## config.mk

```make
export PLATFORM = sky130hd
export DESIGN_NAME = sata_read_command_builder_unit_flat
export DESIGN_NICKNAME = d
export VERILOG_FILES = /design/src/rtl/srcb_pkg.sv /design/src/rtl/srcb_in_if.sv /design/src/rtl/srcb_out_if.sv /design/src/rtl/srcb_alu.sv /design/src/rtl/sata_read_command_builder_unit.sv /design/src/flat_wrapper.sv
export SDC_FILE = /design/constraint.sdc
export NUM_CORES = 1
export LEC_CHECK = 0
export BUFFER_PORTS_ARGS = -buffer_cell sky130_fd_sc_hd__buf_2
export CAP_MARGIN = 5
export CORE_UTILIZATION = 35
export CTS_CLUSTER_SIZE = 14
export DETAILED_ROUTE_END_ITERATION = 10
export GPL_TIMING_DRIVEN = 0
export SLEW_MARGIN = 20
export SYNTH_ARGS = -nofsm -noshare
export SYNTH_HDL_FRONTEND = slang
export SYNTH_SLANG_ARGS = --single-unit
```

## constraint.sdc

```tcl
create_clock -name clk -period 14.3 [get_ports clk]
set_input_delay 1.43 -clock clk [delete_from_list [all_inputs] [get_ports clk]]
set_output_delay 1.43 -clock clk [all_outputs]
set_load 0.05 [all_outputs]
```

## src/rtl/srcb_pkg.sv

```systemverilog
// Shared types and constants for the SATA read command builder.
package srcb_pkg;

    // Result status codes.
    localparam logic [1:0] STATUS_OK       = 2'd0;
    localparam logic [1:0] STATUS_NO_SLOT  = 2'd1;
    localparam logic [1:0] STATUS_ZERO     = 2'd2;
    localparam logic [1:0] STATUS_TOO_MANY = 2'd3;

    // Bytes per sector and buffer advance per descriptor entry.
    localparam int unsigned SECTOR_BYTES = 512;
    localparam logic [31:0] ADDR_STRIDE  = 32'h0001_0000;

    // Sequencer states.
    typedef enum logic [2:0] {
        ST_IDLE,
        ST_SCAN,
        ST_COUNT,
        ST_EMIT,
        ST_ERROR
    } state_t;

    // Operations of the shared adder.
    typedef enum logic {
        ALU_ADD,
        ALU_SUB
    } alu_op_t;

    // Per-cycle control produced by the sequencer.
    typedef struct packed {
        logic    load_req;
        logic    scan_step;
        logic    scan_found;
        logic    scan_fail;
        logic    count_step;
        logic    count_over;
        logic    emit_fire;
        logic    error_fire;
        alu_op_t alu_op;
    } ctrl_t;

endpackage

```

## src/rtl/srcb_in_if.sv

```systemverilog
// Request channel interface carrying one read request per item.
interface srcb_in_if;
    logic        valid;
    logic        ready;
    logic [31:0] slot_busy_mask;
    logic [31:0] buffer_address;
    logic [47:0] start_sector;
    logic [15:0] sector_count;

    modport source (
        output valid, slot_busy_mask, buffer_address, start_sector, sector_count,
        input  ready
    );
    modport sink (
        input  valid, slot_busy_mask, buffer_address, start_sector, sector_count,
        output ready
    );
endinterface

```

## src/rtl/srcb_out_if.sv

```systemverilog
// Result channel interface carrying one descriptor entry per item.
interface srcb_out_if;
    logic        valid;
    logic        ready;
    logic [1:0]  status;
    logic [4:0]  slot;
    logic [6:0]  entry_count;
    logic [5:0]  entry_index;
    logic [31:0] entry_address;
    logic [15:0] entry_bytes_minus_one;
    logic [47:0] frame_sector;
    logic [15:0] frame_count;
    logic        last;

    modport source (
        output valid, status, slot, entry_count, entry_index, entry_address,
               entry_bytes_minus_one, frame_sector, frame_count, last,
        input  ready
    );
    modport sink (
        input  valid, status, slot, entry_count, entry_index, entry_address,
               entry_bytes_minus_one, frame_sector, frame_count, last,
        output ready
    );
endinterface

```

## src/rtl/srcb_alu.sv

```systemverilog
// Shared 32-bit adder/subtractor with borrow, used by the count and emit phases.
module srcb_alu
    import srcb_pkg::*;
(
    input  alu_op_t     op,
    input  logic [31:0] a,
    input  logic [31:0] b,
    output logic [32:0] res
);

    // Bit 32 of a subtraction is the borrow, set when a is below b.
    always_comb
    begin
        case (op)
            ALU_ADD: res = {1'b0, a} + {1'b0, b};
            ALU_SUB: res = {1'b0, a} - {1'b0, b};
            default: res = {1'b0, a};
        endcase
    end

endmodule

```

## src/rtl/sata_read_command_builder_unit.sv

```systemverilog
// Top level of the SATA read command builder: slot pick, entry count and descriptor emit.
//
//  channel | modport | direction | moves
//  req     | sink    | in        | one read request item
//  rsp     | source  | out       | one descriptor entry item, or one error item
//
// A request is taken only in idle. The slot scan tests one busy bit a cycle,
// the count phase subtracts SECTORS_PER_ENTRY once a cycle through the shared
// adder, and the emit phase sends one entry a cycle while the output is free,
// stepping the address through the same adder.
// Reset clears the sequencer and the output valid; payload registers are not reset.
// A stalled output holds the sequencer in emit or error until the item is taken.
module sata_read_command_builder_unit
    import srcb_pkg::*;
#(
    parameter int unsigned MAX_ENTRIES       = 64,
    parameter int unsigned SLOT_COUNT        = 32,
    parameter int unsigned SECTORS_PER_ENTRY = 128
)
(
    input  logic           clk,
    input  logic           rst_n,
    srcb_in_if.sink        req,
    srcb_out_if.source     rsp
);

    localparam logic [15:0] FULL_BYTES = 16'(SECTORS_PER_ENTRY * SECTOR_BYTES - 1);
    localparam logic [31:0] SPE        = 32'(SECTORS_PER_ENTRY);
    localparam logic [4:0]  LAST_SLOT  = 5'(SLOT_COUNT - 1);
    localparam logic [6:0]  MAX_CNT    = 7'(MAX_ENTRIES);

    state_t      state_reg, state_next;
    ctrl_t       ctrl;

    logic [31:0] busy_reg;
    logic [4:0]  scan_idx_reg;
    logic [4:0]  slot_reg;
    logic [31:0] addr_reg;
    logic [47:0] sector_reg;
    logic [15:0] remain_reg;
    logic [6:0]  entries_reg;
    logic [5:0]  idx_reg;
    logic [1:0]  err_status_reg;

    logic        out_valid_reg;
    logic [1:0]  out_status_reg;
    logic [4:0]  out_slot_reg;
    logic [6:0]  out_count_reg;
    logic [5:0]  out_index_reg;
    logic [31:0] out_addr_reg;
    logic [15:0] out_bytes_reg;
    logic [47:0] out_sector_reg;
    logic [15:0] out_fcount_reg;
    logic        out_last_reg;

    logic [31:0] alu_a;
    logic [31:0] alu_b;
    logic [32:0] alu_res;
    logic        scan_free;
    logic        scan_end;
    logic        cnt_more;
    logic        cnt_full;
    logic        out_free;
    logic        emit_last;
    logic [16:0] last_bytes;

    // Shared adder: remaining count minus entry size, or address plus stride.
    assign alu_a = (ctrl.alu_op == ALU_SUB) ? {16'd0, remain_reg} : addr_reg;
    assign alu_b = (ctrl.alu_op == ALU_SUB) ? SPE : ADDR_STRIDE;

    srcb_alu u_alu (
        .op  (ctrl.alu_op),
        .a   (alu_a),
        .b   (alu_b),
        .res (alu_res)
    );

    // Status conditions seen by the sequencer.
    assign scan_free  = !busy_reg[0];
    assign scan_end   = (scan_idx_reg == LAST_SLOT);
    assign cnt_more   = !alu_res[32] && (alu_res[31:0] != 32'd0);
    assign cnt_full   = (entries_reg == MAX_CNT);
    assign out_free   = !out_valid_reg || rsp.ready;
    assign emit_last  = ({1'b0, idx_reg} + 7'd1 == entries_reg);
    assign last_bytes = {remain_reg[7:0], 9'd0} - 17'd1;

    assign req.ready  = (state_reg == ST_IDLE);

    // Next state.
    always_comb
    begin
        state_next = state_reg;
        case (state_reg)
            ST_IDLE:
            begin
                if (req.valid)
                    state_next = ST_SCAN;
            end
            ST_SCAN:
            begin
                if (scan_free)
                    state_next = (remain_reg == 16'd0) ? ST_ERROR : ST_COUNT;
                else if (scan_end)
                    state_next = ST_ERROR;
            end
            ST_COUNT:
            begin
                if (!cnt_more)
                    state_next = ST_EMIT;
                else if (cnt_full)
                    state_next = ST_ERROR;
            end
            ST_EMIT:
            begin
                if (out_free && emit_last)
                    state_next = ST_IDLE;
            end
            ST_ERROR:
            begin
                if (out_free)
                    state_next = ST_IDLE;
            end
            default: state_next = ST_IDLE;
        endcase
    end

    // Sequencer outputs.
    always_comb
    begin
        ctrl = '0;
        ctrl.alu_op = ALU_ADD;
        case (state_reg)
            ST_IDLE:  ctrl.load_req = req.valid;
            ST_SCAN:
            begin
                ctrl.scan_found = scan_free;
                ctrl.scan_fail  = !scan_free && scan_end;
                ctrl.scan_step  = !scan_free && !scan_end;
            end
            ST_COUNT:
            begin
                ctrl.alu_op     = ALU_SUB;
                ctrl.count_step = cnt_more && !cnt_full;
                ctrl.count_over = cnt_more && cnt_full;
            end
            ST_EMIT:  ctrl.emit_fire  = out_free;
            ST_ERROR: ctrl.error_fire = out_free;
            default:  ctrl.alu_op = ALU_ADD;
        endcase
    end

    // Sequencer state register.
    always_ff @(posedge clk or negedge rst_n)
    begin
        if (!rst_n)
            state_reg <= ST_IDLE;
        else
            state_reg <= state_next;
    end

    // Working registers of the request.
    always_ff @(posedge clk)
    begin
        if (ctrl.load_req)
        begin
            busy_reg     <= req.slot_busy_mask;
            scan_idx_reg <= 5'd0;
            addr_reg     <= req.buffer_address;
            sector_reg   <= req.start_sector;
            remain_reg   <= req.sector_count;
            entries_reg  <= 7'd1;
            idx_reg      <= 6'd0;
        end
        if (ctrl.scan_step)
        begin
            busy_reg     <= {1'b0, busy_reg[31:1]};
            scan_idx_reg <= scan_idx_reg + 5'd1;
        end
        if (ctrl.scan_found)
        begin
            slot_reg       <= scan_idx_reg;
            err_status_reg <= STATUS_ZERO;
        end
        if (ctrl.scan_fail)
        begin
            slot_reg       <= 5'd0;
            err_status_reg <= STATUS_NO_SLOT;
        end
        if (ctrl.count_step)
        begin
            remain_reg  <= alu_res[15:0];
            entries_reg <= entries_reg + 7'd1;
        end
        if (ctrl.count_over)
            err_status_reg <= STATUS_TOO_MANY;
        if (ctrl.emit_fire)
        begin
            addr_reg <= alu_res[31:0];
            idx_reg  <= idx_reg + 6'd1;
        end
    end

    // Output valid.
    always_ff @(posedge clk or negedge rst_n)
    begin
        if (!rst_n)
            out_valid_reg <= 1'b0;
        else if (ctrl.emit_fire || ctrl.error_fire)
            out_valid_reg <= 1'b1;
        else if (rsp.ready)
            out_valid_reg <= 1'b0;
    end

    // Output payload register.
    always_ff @(posedge clk)
    begin
        if (ctrl.emit_fire)
        begin
            out_status_reg <= STATUS_OK;
            out_slot_reg   <= slot_reg;
            out_count_reg  <= entries_reg;
            out_index_reg  <= idx_reg;
            out_addr_reg   <= addr_reg;
            out_bytes_reg  <= emit_last ? last_bytes[15:0] : FULL_BYTES;
            out_sector_reg <= sector_reg;
            out_fcount_reg <= remain_reg;
            out_last_reg   <= emit_last;
        end
        else if (ctrl.error_fire)
        begin
            out_status_reg <= err_status_reg;
            out_slot_reg   <= slot_reg;
            out_count_reg  <= 7'd0;
            out_index_reg  <= 6'd0;
            out_addr_reg   <= 32'd0;
            out_bytes_reg  <= 16'd0;
            out_sector_reg <= 48'd0;
            out_fcount_reg <= 16'd0;
            out_last_reg   <= 1'b1;
        end
    end

    assign rsp.valid                 = out_valid_reg;
    assign rsp.status                = out_status_reg;
    assign rsp.slot                  = out_slot_reg;
    assign rsp.entry_count           = out_count_reg;
    assign rsp.entry_index           = out_index_reg;
    assign rsp.entry_address         = out_addr_reg;
    assign rsp.entry_bytes_minus_one = out_bytes_reg;
    assign rsp.frame_sector          = out_sector_reg;
    assign rsp.frame_count           = out_fcount_reg;
    assign rsp.last                  = out_last_reg;

    // An error item is always the only one of its request.
    a_error_single: assert property (@(posedge clk) disable iff (!rst_n)
        (rsp.valid && rsp.status != STATUS_OK) |-> (rsp.last && rsp.entry_count == 7'd0))
        else $error("error item is not a lone final item");

    // A good item is last exactly when it is the final entry of the table.
    a_last_index: assert property (@(posedge clk) disable iff (!rst_n)
        (rsp.valid && rsp.status == STATUS_OK) |->
        (rsp.last == ({1'b0, rsp.entry_index} + 7'd1 == rsp.entry_count)))
        else $error("last flag does not match entry index");

    // The entry count never runs past the table limit.
    a_count_limit: assert property (@(posedge clk) disable iff (!rst_n)
        (state_reg == ST_COUNT || state_reg == ST_EMIT) |-> (entries_reg <= MAX_CNT))
        else $error("entry count exceeds table limit");

    // No new item is loaded while a result still waits.
    a_emit_hold: assert property (@(posedge clk) disable iff (!rst_n)
        (out_valid_reg && !rsp.ready) |=> ($stable(out_addr_reg) && $stable(out_index_reg)))
        else $error("waiting result was overwritten");

endmodule

```

## src/flat_wrapper.sv

```systemverilog
// flat-port wrapper written by rule: the top's interface ports become plain ports
module sata_read_command_builder_unit_flat import srcb_pkg::*;
#(
    parameter int unsigned MAX_ENTRIES       = 64,
    parameter int unsigned SLOT_COUNT        = 32,
    parameter int unsigned SECTORS_PER_ENTRY = 128
)
  (clk, rst_n, req_valid, req_slot_busy_mask, req_buffer_address, req_start_sector, req_sector_count, req_ready, rsp_valid, rsp_status, rsp_slot, rsp_entry_count, rsp_entry_index, rsp_entry_address, rsp_entry_bytes_minus_one, rsp_frame_sector, rsp_frame_count, rsp_last, rsp_ready);
  srcb_in_if req_i ();
  srcb_out_if rsp_i ();
  input  logic clk;
  input  logic rst_n;
  input wire logic [$bits(req_i.valid)-1:0] req_valid;
  input wire logic [$bits(req_i.slot_busy_mask)-1:0] req_slot_busy_mask;
  input wire logic [$bits(req_i.buffer_address)-1:0] req_buffer_address;
  input wire logic [$bits(req_i.start_sector)-1:0] req_start_sector;
  input wire logic [$bits(req_i.sector_count)-1:0] req_sector_count;
  output wire logic [$bits(req_i.ready)-1:0] req_ready;
  output wire logic [$bits(rsp_i.valid)-1:0] rsp_valid;
  output wire logic [$bits(rsp_i.status)-1:0] rsp_status;
  output wire logic [$bits(rsp_i.slot)-1:0] rsp_slot;
  output wire logic [$bits(rsp_i.entry_count)-1:0] rsp_entry_count;
  output wire logic [$bits(rsp_i.entry_index)-1:0] rsp_entry_index;
  output wire logic [$bits(rsp_i.entry_address)-1:0] rsp_entry_address;
  output wire logic [$bits(rsp_i.entry_bytes_minus_one)-1:0] rsp_entry_bytes_minus_one;
  output wire logic [$bits(rsp_i.frame_sector)-1:0] rsp_frame_sector;
  output wire logic [$bits(rsp_i.frame_count)-1:0] rsp_frame_count;
  output wire logic [$bits(rsp_i.last)-1:0] rsp_last;
  input wire logic [$bits(rsp_i.ready)-1:0] rsp_ready;
  assign req_i.valid = req_valid;
  assign req_i.slot_busy_mask = req_slot_busy_mask;
  assign req_i.buffer_address = req_buffer_address;
  assign req_i.start_sector = req_start_sector;
  assign req_i.sector_count = req_sector_count;
  assign req_ready = req_i.ready;
  assign rsp_valid = rsp_i.valid;
  assign rsp_status = rsp_i.status;
  assign rsp_slot = rsp_i.slot;
  assign rsp_entry_count = rsp_i.entry_count;
  assign rsp_entry_index = rsp_i.entry_index;
  assign rsp_entry_address = rsp_i.entry_address;
  assign rsp_entry_bytes_minus_one = rsp_i.entry_bytes_minus_one;
  assign rsp_frame_sector = rsp_i.frame_sector;
  assign rsp_frame_count = rsp_i.frame_count;
  assign rsp_last = rsp_i.last;
  assign rsp_i.ready = rsp_ready;
  sata_read_command_builder_unit #(.MAX_ENTRIES(MAX_ENTRIES), .SLOT_COUNT(SLOT_COUNT), .SECTORS_PER_ENTRY(SECTORS_PER_ENTRY)) u_core (.clk(clk), .rst_n(rst_n), .req(req_i), .rsp(rsp_i));
endmodule
```

==> results of run 1 <==
final cells by class:
class	instances	area (um^2)	area share (%)
Antenna cell	1	2.50	0.0166
Buffer	52	241	1.60
Clock buffer	41	823	5.45
Clock inverter	13	149	0.986
Inverter	14	52.6	0.348
Multi-Input combinational cell	577	3330	22.1
Sequential cell	282	8350	55.3
Tap cell	448	561	3.71
Timing Repair Buffer	276	1590	10.5
per-layer routing:
metal  track usage (%)  vias to the layer above
met4              5.42                        2
met1              20.4                     3783
met2              27.1                      300
met5                 0                        -
met3              3.87                       55
li1                  -                     3936
synthesized netlist by cell type (3+ instances only):
master and number:
buf_1 3, nor4_1 5, inv_1 14, o21ai_0 39, and3_1 5, mux2i_1 3, xnor2_1 17, nand2_1 167
nor3_1 14, a21o_1 18, mux2_4 7, buf_2 6, xor2_1 16, nand4_1 7, a31oi_1 10, edfxtp_1 268
a311oi_1 3, nor2_1 46, dfxtp_1 10, or4_1 4, nand3_1 19, clkbuf_1 33, o22ai_1 3, or3_1 8
and2_1 95, a21oi_1 32, dfrtp_1 4, o31ai_1 7, ha_1 7, buf_4 8, mux2_2 7, nand2b_1 8
cells by family (layout without fill, tap and decap cells):
family          count (synthesis)  after routing
compound gates                125            125
flops                         282            282
mux                            17             17
other cells                     0              1
buf+inv                        66            396
xor+xnor                       33             33
simple gates                  395            395
fa+ha+maj                       7              7
power breakdown:
part | total (mW) | switching, mW | internal, mW
registers | 1.44 | 0.137 | 1.30
logic | 1.32 | 0.940 | 0.379
clock network | 0.770 | 0.315 | 0.455
worst min path at each step:
stage | slack [ns] | cells past startpoint | end
6_report | 0.43 | 0 | u_core.rsp.slot[2]$_DFFE_PP_
5_1_grt | 0.44 | 0 | u_core.rsp.slot[2]$_DFFE_PP_
3_3_place_gp | 0.41 | 0 | u_core.rsp.slot[4]$_DFFE_PP_
4_1_cts | 0.43 | 0 | u_core.rsp.slot[2]$_DFFE_PP_
3_5_place_dp | 0.42 | 0 | u_core.rsp.slot[2]$_DFFE_PP_
2_1_floorplan | 0.41 | 0 | u_core.rsp.slot[0]$_DFFE_PP_
metrics by stage:
stage	power (mW)	area (um^2)	hold slack [ns]	utilization, %
floorplan	2.38	11900	0.408	-
global placement	2.73	13800	0.411	41.3
detailed placement	2.78	14100	0.420	42.1
CTS	3.56	15100	0.432	45.0
global route	3.71	15100	0.436	45.0
finish	3.53	15100	0.430	45.0
==> results.cfg, run 1 <==
[route]
drt-initial-drc-count = 415
dr.pass1.iters = 5
ant_nets = 0
wl_met2_um = 13900
wl_met1_um = 12200
via_per_inst = 4.74
avgRoutedWirePerCell_um = 17.1
drc = 0
highest_layer = met5
vias = 8076
drt-total-wl_um = 29200
route.met3.wl_um = 2290

[flow_run]
drv_cap = 0

[global_route]
grt_overflow = 0
grt_max_degree = 37
antenna_found_initial = 2
track_usage_pct = 16.2
grt_pass1_vias = 7807
grt_pass1_wl_um = 43800

[synthesis]
synth_edf_count = 268
synth_seq_area_share_pct = 69.9
synth_top_family_by_area = simple AND/OR/NAND/NOR gates
synth.avg_cell_area_um2 = 12.9
yosys_warnings = 0
synth_ff_type = edfxtp_1
synth_fa_ha_area_share_pct = 0.733
yosys.area_share.simple_pct = 16.4
synth_top_area_share_pct = 67.4
synth_compound_area_share_pct = 6.35
synthXorXnorAreaFrac_pct = 2.42
async_flop_share_pct = 1.42
synth_top_cell_by_area = edfxtp_1
syn_inst = 925
syn_nets = 1064
ys_ff_latch = 282
synth.area.mux_share_pct = 1.79
synth_cell_types = 59
synthTopCellsByArea = edfxtp_1 (67%), nand2_1 (5.2%), and2_1 (5.0%)
syn-cell-area_mm2 = 0.0119

[cells_and_area]
instances_no_fill = 1704
fill_cells = 3124
area_delta_synth_final_pct = 26.5
drive_gt1_share_pct = 29.0
final_nets = 1373
layout_commonest_cell = buf_2
final_cell_mix = buf_2 (272), edfxtp_1 (268), nand2_1 (165), and2_1 (95), nor2_1 (46)

[timing]
setup_ws_ns = 10.47
report.final.slew_viol_count = 0
fin_tns_setup_ns = 0
finClkSkew_ns = 0.0126
hold_viol = 0
setup_viol = 0
fin_crit_ns = 3.83
fmax_mhz = 261
rsz0062_at_grt = false
finalCritPeriodShare_pct = 26.8
worst_pin_slew_ns = 0.848
max-slew-margin-rel_pct = 43.2

[power]
p_leak_nw = 6.01
p_per_area_mw_per_mm2 = 234
ir_worst_vdd_mv = 0.127

[die]
start_util_pct = 35.6
io_pins = 267
core_mm2 = 0.0335
rows = 67
die_w_um = 187
die_area_mm2 = 0.0349
die_y_um = 187

[status]
outcome = complete, no violations

[worst_setup_path]
r2r_end = u_core.entries_reg[2]$_SDFFCE_PP0P_
cp_data_required_time_ns = 14.60
endpoint_kind = flop
cp_num_cells = 8
critPathLaunch = rsp_ready
crit_family = buffers and inverters
path_cells = buf_2 -> nand2b_1 -> nand2b_1 -> clkbuf_1 -> buf_1 -> buf_1 -> nand2_2 -> buf_12
critPathSlowestCell = buf_1
cpPeakStageDelay_ns = 0.65
arrival_ns = 4.13
worst-path-buf-inv = 5
crit_path_start_kind = input pin
crit_end = u_core.addr_reg[31]$_DFFE_PP_
critPathMaxFanout = 26
reg2reg_slack_ns = 10.57
r2r-start = u_core.state_reg[0]$_DFFE_PN0P_
critPathKind = input pin to flop
r2r_cells = 11

[clocking]
cts.path.max_buffers = 3
cts_tree = yes
clkSinkCount = 282
root_buffer = clkbuf_16
insertion_delay_ns = 0.56
post_cts_buffers = 0
htreeDepth = 1
cts_hold_buf = 0
cts_resized = 0
cts_buffers = 31
cts.reportedPaths.clkPinSlew_ns = 0.06

[hold_path]
worstHoldStart = u_core.slot_reg[2]$_SDFFE_PP0P_
hold_path_class = flop to flop

[placed_design]
dp_cells = 1649
io_buffers = 266
hpwl_um = 21500
gp_congestion = 0.895
dp_slack_ns = 9.95
Power figures use the tool's default switching activity.
==> run 2: changes to the inputs <==
Clock period 14.3 ns to 3.9 ns, I/O delays scaled along.
==> results.cfg, run 2 (synthesis results as in run 1) <==
[status]
outcome = complete, no violations

[worst_setup_path]
worst-path-buf-inv = 1
r2r_cells = 8
arrival_ns = 3.78
critPathSlowestCell = o21ai_4
cp_common_cell = a31oi_1
path_cells = nor4_2 -> a31oi_1 -> a31oi_1 -> nor3_1 -> nand4_1 -> nor3_4 -> clkbuf_2 -> o21ai_4
cpPeakStageDelay_ns = 0.71
r2r-start = u_core.remain_reg[8]$_DFFE_PP_
crit_path_start_kind = flop
endpoint_kind = flop
crit_family = compound AO/OA/AOI/OAI gates
critPathMaxFanout = 23
cp_data_required_time_ns = 4.08
reg2reg_slack_ns = 0.30
critPathKind = flop to flop
r2r_end = u_core.entries_reg[3]$_SDFFCE_PP0P_

[cells_and_area]
instances_no_fill = 1742
layout_commonest_cell = buf_2
fill_cells = 3071
final_cell_mix = buf_2 (272), edfxtp_1 (268), nand2_1 (165), and2_1 (95), nor2_1 (46)
final_nets = 1410
area_delta_synth_final_pct = 28.8
drive_gt1_share_pct = 27.8

[global_route]
use_met2_pct = 28.6
grt_pass1_wl_um = 45400
grt_overflow = 0
antenna_found_initial = 1
grt_pass1_vias = 7996
track_usage_pct = 16.7
met1_usage_pct = 22.0
grt.busiest_layer = met2
grt_max_degree = 50
grtUsageMet3_pct = 3.03

[hold_path]
worstHoldStart = req_start_sector[47]
holdPathStages = 1
hold_path_end = u_core.sector_reg[47]$_DFFE_PP_
hold_path_class = input pin to flop

[die]
start_util_pct = 35.6
core_mm2 = 0.0335
die_area_mm2 = 0.0349
io_pins = 267
die_w_um = 187
rows = 67
die_y_um = 187

[timing]
finalCritPeriodShare_pct = 92.4
fin_crit_ns = 3.60
rsz0062_at_grt = false
setup_viol = 0
report.final.slew_viol_count = 0
worst_pin_slew_ns = 0.873
hold_viol = 0
finClkSkew_ns = 0.0176
fmax_mhz = 277
max-slew-margin-rel_pct = 41.5

[clocking]
cts.path.max_buffers = 3
insertion_delay_ns = 0.55
clkSinkCount = 282
post_cts_buffers = 0
cts_buffers = 30
cts_tree = yes
root_buffer = clkbuf_16
htreeDepth = 1
cts.reportedPaths.clkPinSlew_ns = 0.06

[power]
p_leak_nw = 6.12
p_per_area_mw_per_mm2 = 827
ir_worst_vdd_mv = 0.398
finalPower_mw = 12.7

[route]
drt-total-wl_um = 29600
drc = 0
via_per_inst = 4.71
avgRoutedWirePerCell_um = 17.0
ant_nets = 0
vias = 8202
drt-initial-drc-count = 453
dr.pass1.iters = 5

[placed_design]
dp_cells = 1646
gp_congestion = 0.852
hpwl_um = 21300
io_buffers = 266

[flow_run]
drv_cap = 0
[run 2: cell type report]
cell class / instances / area, um^2 / area share [%]
buffer: 52 / 243 / 1.58
clock inverter: 18 / 109 / 0.708
clock buffer: 36 / 795 / 5.17
tap: 448 / 561 / 3.64
sequential: 282 / 8350 / 54.3
timing repair buffer: 314 / 1930 / 12.6
inverter: 14 / 55.1 / 0.358
multi-input combinational: 577 / 3330 / 21.7
antenna: 1 / 2.50 / 0.0163
[run 2: stage by stage]
step | util (%) | setup TNS [ns] | cell area (um^2) | hold slack, ns | worst slack (ns)
2_1_floorplan | - | 0 | 12000 | 0.0944 | 0.446
3_3_place_gp | 41.3 | -96.46 | 13800 | 0.204 | -0.665
3_5_place_dp | 41.9 | 0 | 14100 | 0.211 | 0.202
4_1_cts | 45.8 | 0 | 15400 | 0.000485 | 0.152
5_1_grt | 45.9 | 0 | 15400 | 0.00292 | 0.0903
6_report | 45.9 | 0 | 15400 | 0.0230 | 0.296
[run 2: worst max-delay path by stage]
stage          depth (start not counted)                                   to                            start
2_1_floorplan                          4       u_core.sector_reg[0]$_DFFE_PP_  u_core.state_reg[2]$_DFFE_PN0P_
3_3_place_gp                           8  u_core.entries_reg[3]$_SDFFCE_PP0P_   u_core.remain_reg[8]$_DFFE_PP_
3_5_place_dp                          10  u_core.entries_reg[3]$_SDFFCE_PP0P_  u_core.state_reg[0]$_DFFE_PN0P_
4_1_cts                               10  u_core.entries_reg[5]$_SDFFCE_PP0P_  u_core.state_reg[0]$_DFFE_PN0P_
5_1_grt                                8  u_core.entries_reg[4]$_SDFFCE_PP0P_   u_core.remain_reg[8]$_DFFE_PP_
6_report                               8  u_core.entries_reg[3]$_SDFFCE_PP0P_   u_core.remain_reg[8]$_DFFE_PP_
[run 2: power breakdown]
group	switching, mW	internal, mW
clock	1.14	1.50
combinational	3.42	1.35
sequential	0.528	4.78
total	5.08	7.64
[run 2: what timing repair did]
action	4_1_cts	5_1_grt
endpoints found under the setup margin	0	23
endpoints found under the hold margin	42	2
gates resized for setup	0	2
hold buffers	39	2
[run 2: metal layers]
layer	vias to the layer above	wire, um
met4	0	515
met3	34	1910
met1	3887	12900
met2	263	14400
met5	-	0
li1	4018	-
